[config.mk]
export PLATFORM = sky130hd
export DESIGN_NAME = mutex_table_with_fifo_waiters_core_flat
export DESIGN_NICKNAME = d
export VERILOG_FILES = /design/src/rtl/mtfw_pkg.sv /design/src/rtl/mtfw_req_if.sv /design/src/rtl/mutex_table_with_fifo_waiters_core.sv /design/src/flat_wrapper.sv
export SDC_FILE = /design/constraint.sdc
export NUM_CORES = 1
export LEC_CHECK = 0
export BUFFER_PORTS_ARGS = -buffer_cell sky130_fd_sc_hd__buf_2
export CAP_MARGIN = 30
export CORE_MARGIN = 2
export CORE_UTILIZATION = 50
export CTS_CLUSTER_DIAMETER = 100
export CTS_CLUSTER_SIZE = 16
export DETAILED_ROUTE_END_ITERATION = 8
export GPL_ROUTABILITY_DRIVEN = 0
export PLACE_DENSITY = 0.65
export SETUP_SLACK_MARGIN = 0.3
export SLEW_MARGIN = 25
export SYNTH_ARGS = -nofsm -noshare
export SYNTH_HDL_FRONTEND = slang
export SYNTH_SLANG_ARGS = --single-unit
[constraint.sdc]
create_clock -name clock -period 4.9 [get_ports clock]
set_clock_uncertainty 0.05 [all_clocks]
set_input_delay 0.98 -clock clock [delete_from_list [all_inputs] [get_ports clock]]
set_output_delay 0.98 -clock clock [all_outputs]
set_load 0.05 [all_outputs]
[src/rtl/mtfw_pkg.sv]
package mtfw_pkg;

   localparam int NUM_MUTEX_DEFAULT = 32;
   localparam int NUM_TASKS_DEFAULT = 64;

   localparam int REQ_W    = 2;
   localparam int ID_W     = 6;
   localparam int STATUS_W = 3;
   localparam int NEW_W    = 5;

   localparam logic [REQ_W-1:0] REQ_CREATE = 2'd0;
   localparam logic [REQ_W-1:0] REQ_LOCK   = 2'd1;
   localparam logic [REQ_W-1:0] REQ_UNLOCK = 2'd2;

   localparam logic [STATUS_W-1:0] ST_OK       = 3'd0;
   localparam logic [STATUS_W-1:0] ST_NOSPACE  = 3'd1;
   localparam logic [STATUS_W-1:0] ST_INVALID  = 3'd2;
   localparam logic [STATUS_W-1:0] ST_DEADLOCK = 3'd3;
   localparam logic [STATUS_W-1:0] ST_NOTOWNER = 3'd4;

   typedef enum logic [1:0] {
      S_IDLE,
      S_EXEC,
      S_LINK
   } state_type;

   // One word of the mutex table.
   typedef struct packed {
      logic            locked;
      logic            nonempty;
      logic [ID_W-1:0] holder;
      logic [ID_W-1:0] head;
      logic [ID_W-1:0] tail;
   } entry_type;

endpackage

[src/rtl/mtfw_req_if.sv]
interface mtfw_req_if;
   import mtfw_pkg::*;

   logic                valid;
   logic                ready;
   logic [REQ_W-1:0]    req_type;
   logic [ID_W-1:0]     mutex_id;
   logic [ID_W-1:0]     task_id;

   modport source (output valid, input ready, output req_type, output mutex_id,
                   output task_id);
   modport sink (input valid, output ready, input req_type, input mutex_id,
                 input task_id);
endinterface

interface mtfw_rsp_if;
   import mtfw_pkg::*;

   logic                valid;
   logic                ready;
   logic [STATUS_W-1:0] status;
   logic [NEW_W-1:0]    new_mutex;
   logic                blocked;
   logic                woken_valid;
   logic [ID_W-1:0]     woken_task;

   modport source (output valid, input ready, output status, output new_mutex,
                   output blocked, output woken_valid, output woken_task);
   modport sink (input valid, output ready, input status, input new_mutex,
                 input blocked, input woken_valid, input woken_task);
endinterface

[src/rtl/mutex_table_with_fifo_waiters_core.sv]
// Mutex table with FIFO wait queues.
// Requests arrive on req_chan (create, lock, unlock with a mutex and a task id)
// and each one gives exactly one item on rsp_chan: a status, the index of a
// newly created mutex, a blocked flag for a queued lock, and the task that
// received the mutex on an unlock handoff.
// An accepted request has its entry read into a register, and its result goes
// to the output register once that is free. No new request is taken until the
// last is done; an unlock that hands the mutex on while more tasks still wait
// also passes the link state, reading the link memory after the table read.
// The mutex table and the link memory are single-port synchronous RAMs; every
// request does one table read and at most one write back.
// Mutexes are handed out in order and never freed, so a single allocation
// counter tells which entries exist. Reset clears that counter and the control
// state at once; there is no clearing pass and the memories are not reset.
// No request is taken while reset is high.
// The result sits in an output register. While the receiver stalls, the block
// still takes the next request and reads its entry, then holds it until the
// output register frees up.
module mutex_table_with_fifo_waiters_core #(
   parameter int NUM_MUTEX = mtfw_pkg::NUM_MUTEX_DEFAULT,
   parameter int NUM_TASKS = mtfw_pkg::NUM_TASKS_DEFAULT
) (
   input  logic        clock,
   input  logic        reset,
   mtfw_req_if.sink    req_chan,
   mtfw_rsp_if.source  rsp_chan
);
   import mtfw_pkg::*;

   localparam int MW = (NUM_MUTEX > 1) ? $clog2(NUM_MUTEX) : 1;
   localparam int TW = $clog2(NUM_TASKS);
   localparam int CW = $clog2(NUM_MUTEX + 1);

   entry_type       mutex_mem [NUM_MUTEX];
   logic [ID_W-1:0] next_mem  [NUM_TASKS];

   state_type       state_ff, state_in;
   logic [CW-1:0]   count_ff, count_in;
   logic [REQ_W-1:0] kind_ff;
   logic [ID_W-1:0] mutex_ff;
   logic [ID_W-1:0] task_ff;
   entry_type       entry_rd_ff;
   logic [ID_W-1:0] next_rd_ff;

   logic                rsp_valid_ff, rsp_valid_in;
   logic [STATUS_W-1:0] status_ff, status_in;
   logic [NEW_W-1:0]    new_mutex_ff, new_mutex_in;
   logic                blocked_ff, blocked_in;
   logic                woken_valid_ff, woken_valid_in;
   logic [ID_W-1:0]     woken_task_ff, woken_task_in;

   logic            accept;
   logic            rsp_load;
   logic            ent_re;
   logic            ent_we;
   entry_type       ent_wdata;
   logic            nxt_we;
   logic [TW-1:0]   nxt_waddr;
   logic            nxt_re;
   logic [MW-1:0]   rd_idx;
   logic [MW-1:0]   wr_idx;
   logic [MW-1:0]   new_idx;
   logic [TW-1:0]   head_idx;
   logic            mutex_ok;

   logic [MW+ID_W-1:0]   rd_idx_wide;
   logic [MW+ID_W-1:0]   wr_idx_wide;
   logic [TW+ID_W-1:0]   tail_wide;
   logic [TW+ID_W-1:0]   head_wide;
   logic [NEW_W+CW-1:0]  count_wide;

   assign accept = req_chan.valid && req_chan.ready;

   assign rd_idx_wide = {{MW{1'b0}}, req_chan.mutex_id};
   assign wr_idx_wide = {{MW{1'b0}}, mutex_ff};
   assign tail_wide   = {{TW{1'b0}}, entry_rd_ff.tail};
   assign head_wide   = {{TW{1'b0}}, entry_rd_ff.head};
   assign count_wide  = {{NEW_W{1'b0}}, count_ff};

   assign rd_idx   = rd_idx_wide[MW-1:0];
   assign wr_idx   = wr_idx_wide[MW-1:0];
   assign head_idx = head_wide[TW-1:0];
   assign new_idx  = count_ff[MW-1:0];

   // Entries below the allocation count exist; this also covers ids past the table.
   assign mutex_ok = 32'(mutex_ff) < 32'(count_ff);

   always_ff @(posedge clock) begin
      if (reset) begin
         state_ff     <= S_IDLE;
         count_ff     <= '0;
         rsp_valid_ff <= 1'b0;
      end else begin
         state_ff     <= state_in;
         count_ff     <= count_in;
         rsp_valid_ff <= rsp_valid_in;
      end
   end

   always_ff @(posedge clock) begin
      if (accept) begin
         kind_ff  <= req_chan.req_type;
         mutex_ff <= req_chan.mutex_id;
         task_ff  <= req_chan.task_id;
      end
      if (rsp_load) begin
         status_ff      <= status_in;
         new_mutex_ff   <= new_mutex_in;
         blocked_ff     <= blocked_in;
         woken_valid_ff <= woken_valid_in;
         woken_task_ff  <= woken_task_in;
      end
   end

   // Mutex table: read on accept, written back in execute or link.
   always_ff @(posedge clock) begin
      if (ent_we) begin
         mutex_mem[(kind_ff == REQ_CREATE) ? new_idx : wr_idx] <= ent_wdata;
      end
      if (ent_re) begin
         entry_rd_ff <= mutex_mem[rd_idx];
      end
   end

   // Per-task next-waiter links.
   always_ff @(posedge clock) begin
      if (nxt_we) begin
         next_mem[nxt_waddr] <= task_ff;
      end
      if (nxt_re) begin
         next_rd_ff <= next_mem[head_idx];
      end
   end

   always_comb begin
      state_in       = state_ff;
      count_in       = count_ff;
      req_chan.ready = 1'b0;
      ent_re         = 1'b0;
      ent_we         = 1'b0;
      ent_wdata      = entry_rd_ff;
      nxt_we         = 1'b0;
      nxt_waddr      = tail_wide[TW-1:0];
      nxt_re         = 1'b0;
      rsp_load       = 1'b0;
      status_in      = ST_OK;
      new_mutex_in   = '0;
      blocked_in     = 1'b0;
      woken_valid_in = 1'b0;
      woken_task_in  = '0;

      case (state_ff)
         S_IDLE: begin
            req_chan.ready = !reset;
            if (req_chan.valid && !reset) begin
               ent_re   = 1'b1;
               state_in = S_EXEC;
            end
         end
         S_EXEC: begin
            if (!rsp_valid_ff || rsp_chan.ready) begin
               rsp_load = 1'b1;
               state_in = S_IDLE;
               case (kind_ff)
                  REQ_CREATE: begin
                     if (32'(count_ff) < NUM_MUTEX) begin
                        ent_we       = 1'b1;
                        ent_wdata    = '0;
                        count_in     = count_ff + 1'b1;
                        new_mutex_in = count_wide[NEW_W-1:0];
                     end else begin
                        status_in = ST_NOSPACE;
                     end
                  end
                  REQ_LOCK: begin
                     if (!mutex_ok) begin
                        status_in = ST_INVALID;
                     end else if (entry_rd_ff.locked && entry_rd_ff.holder == task_ff) begin
                        status_in = ST_DEADLOCK;
                     end else if (!entry_rd_ff.locked) begin
                        ent_we             = 1'b1;
                        ent_wdata.locked   = 1'b1;
                        ent_wdata.holder   = task_ff;
                        ent_wdata.nonempty = 1'b0;
                     end else if (32'(task_ff) >= NUM_TASKS) begin
                        status_in = ST_INVALID;
                     end else begin
                        ent_we = 1'b1;
                        if (!entry_rd_ff.nonempty) begin
                           ent_wdata.head     = task_ff;
                           ent_wdata.nonempty = 1'b1;
                        end else begin
                           nxt_we = 32'(entry_rd_ff.tail) < NUM_TASKS;
                        end
                        ent_wdata.tail = task_ff;
                        blocked_in     = 1'b1;
                     end
                  end
                  REQ_UNLOCK: begin
                     if (!mutex_ok) begin
                        status_in = ST_INVALID;
                     end else if (!entry_rd_ff.locked || entry_rd_ff.holder != task_ff) begin
                        status_in = ST_NOTOWNER;
                     end else if (!entry_rd_ff.nonempty) begin
                        ent_we           = 1'b1;
                        ent_wdata.locked = 1'b0;
                        ent_wdata.holder = '0;
                     end else begin
                        woken_valid_in = 1'b1;
                        woken_task_in  = entry_rd_ff.head;
                        if (entry_rd_ff.head == entry_rd_ff.tail) begin
                           ent_we             = 1'b1;
                           ent_wdata.holder   = entry_rd_ff.head;
                           ent_wdata.nonempty = 1'b0;
                        end else begin
                           // More tasks wait: fetch the old head's link, which names the new head.
                           nxt_re   = 1'b1;
                           state_in = S_LINK;
                        end
                     end
                  end
                  default: begin
                     status_in = ST_INVALID;
                  end
               endcase
            end
         end
         S_LINK: begin
            ent_we           = 1'b1;
            ent_wdata.holder = entry_rd_ff.head;
            ent_wdata.head   = next_rd_ff;
            state_in         = S_IDLE;
         end
         default: begin
            state_in = S_IDLE;
         end
      endcase

      if (rsp_load) begin
         rsp_valid_in = 1'b1;
      end else if (rsp_chan.ready) begin
         rsp_valid_in = 1'b0;
      end else begin
         rsp_valid_in = rsp_valid_ff;
      end
   end

   assign rsp_chan.valid       = rsp_valid_ff;
   assign rsp_chan.status      = status_ff;
   assign rsp_chan.new_mutex   = new_mutex_ff;
   assign rsp_chan.blocked     = blocked_ff;
   assign rsp_chan.woken_valid = woken_valid_ff;
   assign rsp_chan.woken_task  = woken_task_ff;

endmodule

[src/flat_wrapper.sv]
// flat-port wrapper written by rule: the top's interface ports become plain ports
module mutex_table_with_fifo_waiters_core_flat import mtfw_pkg::*;
#(
   parameter int NUM_MUTEX = mtfw_pkg::NUM_MUTEX_DEFAULT,
   parameter int NUM_TASKS = mtfw_pkg::NUM_TASKS_DEFAULT
)
  (clock, reset, req_chan_valid, req_chan_ready, req_chan_req_type, req_chan_mutex_id, req_chan_task_id, rsp_chan_valid, rsp_chan_ready, rsp_chan_status, rsp_chan_new_mutex, rsp_chan_blocked, rsp_chan_woken_valid, rsp_chan_woken_task);
  mtfw_req_if req_chan_i ();
  mtfw_rsp_if rsp_chan_i ();
  input  logic clock;
  input  logic reset;
  input wire logic [$bits(req_chan_i.valid)-1:0] req_chan_valid;
  output wire logic [$bits(req_chan_i.ready)-1:0] req_chan_ready;
  input wire logic [$bits(req_chan_i.req_type)-1:0] req_chan_req_type;
  input wire logic [$bits(req_chan_i.mutex_id)-1:0] req_chan_mutex_id;
  input wire logic [$bits(req_chan_i.task_id)-1:0] req_chan_task_id;
  output wire logic [$bits(rsp_chan_i.valid)-1:0] rsp_chan_valid;
  input wire logic [$bits(rsp_chan_i.ready)-1:0] rsp_chan_ready;
  output wire logic [$bits(rsp_chan_i.status)-1:0] rsp_chan_status;
  output wire logic [$bits(rsp_chan_i.new_mutex)-1:0] rsp_chan_new_mutex;
  output wire logic [$bits(rsp_chan_i.blocked)-1:0] rsp_chan_blocked;
  output wire logic [$bits(rsp_chan_i.woken_valid)-1:0] rsp_chan_woken_valid;
  output wire logic [$bits(rsp_chan_i.woken_task)-1:0] rsp_chan_woken_task;
  assign req_chan_i.valid = req_chan_valid;
  assign req_chan_ready = req_chan_i.ready;
  assign req_chan_i.req_type = req_chan_req_type;
  assign req_chan_i.mutex_id = req_chan_mutex_id;
  assign req_chan_i.task_id = req_chan_task_id;
  assign rsp_chan_valid = rsp_chan_i.valid;
  assign rsp_chan_i.ready = rsp_chan_ready;
  assign rsp_chan_status = rsp_chan_i.status;
  assign rsp_chan_new_mutex = rsp_chan_i.new_mutex;
  assign rsp_chan_blocked = rsp_chan_i.blocked;
  assign rsp_chan_woken_valid = rsp_chan_i.woken_valid;
  assign rsp_chan_woken_task = rsp_chan_i.woken_task;
  mutex_table_with_fifo_waiters_core #(.NUM_MUTEX(NUM_MUTEX), .NUM_TASKS(NUM_TASKS)) u_core (.clock(clock), .reset(reset), .req_chan(req_chan_i), .rsp_chan(rsp_chan_i));
endmodule
# Word-level counts from Yosys, hierarchy flattened
# Memory sizes are Yosys's and may differ from the RTL's. A register that Yosys moved wholly into a read port is not among the register bits.
# Cells that the tools add are included.
# totals
ff_bits	39
mem_bits_rw	1024
input_bits	18
output_inout_bits	18
wordCells	117
memories	2
# memory_table
memory	depth	word_bits	rd	rd_ports_with_merged_regs	wr	line_no	source
u_core.mutex_mem	32	20	1	1	1	mutex_table_with_fifo_waiters_core.sv:34	entry_type mutex_mem [NUM_MUTEX];
u_core.next_mem	64	6	1	1	1	mutex_table_with_fifo_waiters_core.sv:35	logic [ID_W-1:0] next_mem [NUM_TASKS];
# op_classes
addsub	1
magnitude_cmp	2
n_eq_ne	9
n_mux	69
bitwise	6
reduce_logical	17
# op_table
op	count
$mux 20	4
$pmux 12 s2	2
$mux 1	37
$mux 6	4
$pmux 8 s3	1
$mux 2	9
$mux 8	2
$eq 6x6->1	2
$mux 12	1
$reduce_or 5->1	2
$mux 3	3
$pmux 3 s3	1
$mux 7	1
$add 6x1->6 const B	1
$lt 6x6->1	1
$lt 6x6->1 const B	1
$ne 6x6->1	1
$not 1->1	6
$reduce_or 6->1	1
$mux 5	1
$eq 2x1->1 const B	2
$eq 2x2->1 const B	2
$logic_not 2->1	2
$ne 2x1->1 const B	2
other kinds (9)	15

# Depth between registers and ports, before layout
# logic_depth
depth_word	10
mapped_depth	11
ltp_nobuf	8

# Least setup slack after synthesis
# Ideal clock, no wire load.
# synth_timing
kind	input-to-reg
start	in rsp_chan_ready
end	mem u_core.mutex_mem[0][18] (netlist bit) (data pin)
setup_time_ns	0.473
arrival_time_ns	3.617
t_required_ns	4.377
path_slack_ns	0.760
stages	6
path_cell_list	nor2b_1 nand2b_1 clkinv_1 nand3_1 nor4_1 o32ai_1
# synth_rtl
item	line_no	source
start, declared	flat_wrapper.sv:18	input wire logic [$bits(rsp_chan_i.ready)-1:0] rsp_chan_ready;
end, declared	mutex_table_with_fifo_waiters_core.sv:34	

# Worst setup path in the final report
# layout_timing
start	reg u_core.entry_rd_ff[17] (netlist name)
end	mem u_core.mutex_mem[5][0] (netlist bit), enable pin
# layout_between
elab_chain_cells	9
elab_cells_between_ends	13
classes_between	eq/ne (2); mux (9); reduce/logical (2)
# layout_rtl
item	line_no	source
$ne 6x6->1 / $eq 6x6->1 (equally long branches)	mutex_table_with_fifo_waiters_core.sv:202, mutex_table_with_fifo_waiters_core.sv:178	
$logic_or 1x1->1 / $logic_and 1x1->1 (equally long branches)	mutex_table_with_fifo_waiters_core.sv:202, mutex_table_with_fifo_waiters_core.sv:178	
$mux 1, on equally long branches	mutex_table_with_fifo_waiters_core.sv:202, mutex_table_with_fifo_waiters_core.sv:178	
$mux 1, on equally long branches	mutex_table_with_fifo_waiters_core.sv:200, mutex_table_with_fifo_waiters_core.sv:176	
$pmux 1 s3 *	mutex_table_with_fifo_waiters_core.sv:164	case (kind_ff)
$mux 1 *	mutex_table_with_fifo_waiters_core.sv:161	if (!rsp_valid_ff || rsp_chan.ready) begin
$pmux 1 s2 *	mutex_table_with_fifo_waiters_core.sv:152	case (state_ff)
$mux 1 *	mutex_table_with_fifo_waiters_core.sv:117	if (ent_we) begin
$mux 1 *	mutex_table_with_fifo_waiters_core.sv:118	mutex_mem[(kind_ff == REQ_CREATE) ? new_idx : wr_idx] <= ent_wdata;
# Mark *: on every way between the ends. The rest lies on a longest branch, timed or not.

==> reports/qor.csv <==
stage,metric,value,unit
status,status,"finished, final reports clean",
placed_design,dp.cells,3109,
logic_synthesis,synthArstFlopShare,0,%
finish,area_growth,10.1,%
finish,n_fill_cell,6277,
pwr,p_leak,14.4,nW
global_route,grt_antenna_before_repair,4,
timing,maxSlewHeadroom,32.4,%
logic_synthesis,ys_types,59,
route,viasPerCell,6.31,
die,initial_core_util,50.4,%
timing,hold_viol,0,
clocking,post_cts_buffers,0,
global_route,grt_pass1_vias,20200,
logic_synthesis,netlist.area_leader.share,75.6,%
critical_path,crit_cells,8,
critical_path,crit_buf_inv,2,
finish,diodes,0,
logic_synthesis,synth_nets,1982,
timing,slew_viol_final,0,
job,maxCapViolations,0,
critical_path,crit_family,simple AND/OR/NAND/NOR gates,
logic_synthesis,synth_top_area_cell,edfxtp_1,
critical_path,cp-end-kind,register,
clocking,clk_latency,0.64,ns
logic_synthesis,synth_top_cells_by_count,"1080 x edfxtp_1, 320 x mux4_2, 94 x nor2_1",
timing,finalCritPeriodShare,74.7,%
clocking,hold_buffers,0,
critical_path,start_kind,register,
die,rows,107,
pwr,peakVddDrop,306,uV
finish,fin_util,55.5,%
route,drt-total-wl,95.5,mm
min_path,hold_class,in2reg,
logic_synthesis,synthTopCellsByArea,"edfxtp_1 76%, mux4_2 17%, nor2_1 0.82%",
placed_design,dpl.hpwl,59.2,mm
critical_path,cp_max_fo,14,
die,die_area,88100,um^2
logic_synthesis,ys_ff_latch,1089,
critical_path,critical_path.max_stage_delay,0.60,ns
route,final_antenna_net_count,0,
route,post-route-drc-count,0,
die,fp.dieW,297,um
clocking,clk_path_buf_depth,3,
route,routedWlPerCell,29.8,um
die,die_height,297,um
critical_path,path_cells,"xor2_1, nor4_1, nand2_1, nor4_1, o21bai_2, buf_4, a21oi_2, buf_4",
clocking,cts_tree,done,
logic_synthesis,yosysMostFrequentCell,edfxtp_1,
placed_design,numPortBuffers,35,
logic_synthesis,yosysWarnings,0,
clocking,cts_buffers,78,
global_route,grt-ovfl-total,0,
clocking,cts-resized-gates,0,
critical_path,path_class,reg2reg,
timing,worst_pin_slew,1.01,ns
logic_synthesis,yosysSeqAreaShare,76.1,%
logic_synthesis,ys.flop_type,edfxtp_1,
timing,whs,0.467,ns
critical_path,r2r_cells,8,
global_route,grt_usage,21.9,%
logic_synthesis,synth_edf_count,1080,
placed_design,place_area,45000,um^2
route,detail_route.iter0.violations,2786,
global_route,grt_max_degree,100,
clocking,clock-sinks,1089,
finish,final_nets,2077,
finish,layout-drive-gt1-share,29.3,%
pwr,power_density,367,nW/um^2
clocking,root_buffer,clkbuf_16,
global_route,grt_pass1_wl,141,mm
die,ioPinCount,36,
clocking,h-tree-depth,3,
route,num_vias,20200,
logic_synthesis,synthCells,1955,
critical_path,critPathArrivalTime,3.94,ns
logic_synthesis,syn_area,42900,um^2
finish,final_cell_area,47200,um^2
logic_synthesis,syn_area_per_cell,21.9,um^2
critical_path,cp_slowest_cell,nor4_1,
finish,fin_cells,3206,
timing,rsz0062_at_grt,false,
timing,setup_violations,0,
timing,setup_tns,0,ns
clocking,clk_pin_slew,0.08,ns
route,drtPass1Iterations,5,
timing,period_minus_slack,3.66,ns
min_path,holdPathStages,1,
timing,max_freq,273,MHz
die,coreArea,85000,um^2
critical_path,crit_required,5.18,ns
-- cells in the final DEF (no fill, tap or decap), drive strengths merged, types with 2 or more instances in the layout --
cell type,synthesis,layout
nand2b,7,7
a22oi,18,18
nand3,20,20
nor3,9,9
and2,11,11
o21ai,20,20
nand4,7,7
nand2,50,50
nor3b,3,3
inv,14,17
and3,8,8
nor2b,9,9
xnor2,6,6
or2,3,3
clkbuf,61,87
clkinv,2,4
a21oi,44,44
o211ai,2,2
a31oi,2,2
buf,47,123
xor2,10,10
a21o,4,4
o21bai,2,2
o2111ai,2,2
a22o,6,6
a221o,5,5
edfxtp,1080,1080
nor4,12,12
dfxtp,9,9
nand3b,6,6
o22ai,6,6
mux2i,3,3
nor2,95,95
o31ai,9,9
ha,9,9
mux4,320,320
mux2,20,20
-- sequential cells by signal, summed over array words and instances (netlist names) --
register,cells
u_core.rsp_chan.valid,1
u_core.nxt_waddr,6
u_core.mutex_mem,640
u_core.mutex_ff,6
u_core.next_rd_ff,6
u_core.task_ff,6
u_core.entry_rd_ff,8
u_core.head_idx,6
u_core.kind_ff,2
u_core.rsp_chan.woken_valid,1
u_core.state_ff,2
u_core.rsp_chan.woken_task,6
u_core.rsp_chan.new_mutex,5
u_core.rsp_chan.status,3
u_core.next_mem,384
u_core.count_ff,6
u_core.rsp_chan.blocked,1
-- worst reg2reg max path: cells and delay by family, from the launching register on --
kind	cells	cell delay, ns
buf+inv	2	0.61
simple gates	3	1.38
flops	1	0.47
xor+xnor	1	0.18
compound gates	2	0.67
-- metrics by stage --
| step | setup WS, ns | total power, mW |
|---|---|---|
| after global placement | 1.07 | 11.6 |
| final | 1.24 | 17.3 |
| after CTS | 1.23 | 17.4 |
| after detailed placement | 0.975 | 11.6 |
| after global routing | 0.992 | 17.8 |
| after floorplan | 0.760 | 11.2 |
-- worst paths after layout --
| kind | start | to | slack, ns |
|---|---|---|---|
| worst min register to register | u_core.state_ff[0] | u_core.state_ff[0] | 0.49 |
| worst max-delay path | u_core.entry_rd_ff[17] | u_core.mutex_mem[5][0] | 1.24 |
| worst max register to register | u_core.entry_rd_ff[17] | u_core.mutex_mem[5][0] | 1.24 |
| worst min-delay path | req_chan_req_type[0] | u_core.kind_ff[0] | 0.47 |
-- cell type report --
class / count / area (um^2) / area share (%)
Inverter: 16 / 60.1 / 0.127
Tap cell: 1144 / 1430 / 3.03
Multi-Input combinational cell: 742 / 9990 / 21.1
Sequential cell: 1089 / 32600 / 69.1
Timing Repair Buffer: 123 / 1020 / 2.17
Clock inverter: 5 / 58.8 / 0.125
Clock buffer: 87 / 2050 / 4.34
-- metal layers --
layer	up-vias	routed length [um]	global-route usage, %
li1	8370	-	-
met1	10800	41000	33.3
met2	902	45400	33.8
met3	127	6800	2.78
met4	6	2300	6.04
met5	-	41	0
-- cell families after synthesis --
logic type,synth area share [%]
muxes,17.4
AOI/OAI and AO/OA,1.97
and+or+nand+nor,2.75
xor gates and xnor gates,0.327
DFF,76.1
buffers and inverters,1.21
adders and majority gates,0.263
-- report_power, final --
part,internal [mW],total (mW),switching [mW],leakage [nW]
combinational,0.403,1.07,0.670,3.49
clock,2.96,5.90,2.94,1.03
sequential,10.3,10.4,0.0364,9.84
total,13.7,17.3,3.65,14.4
(Power assumes the default switching activity.)
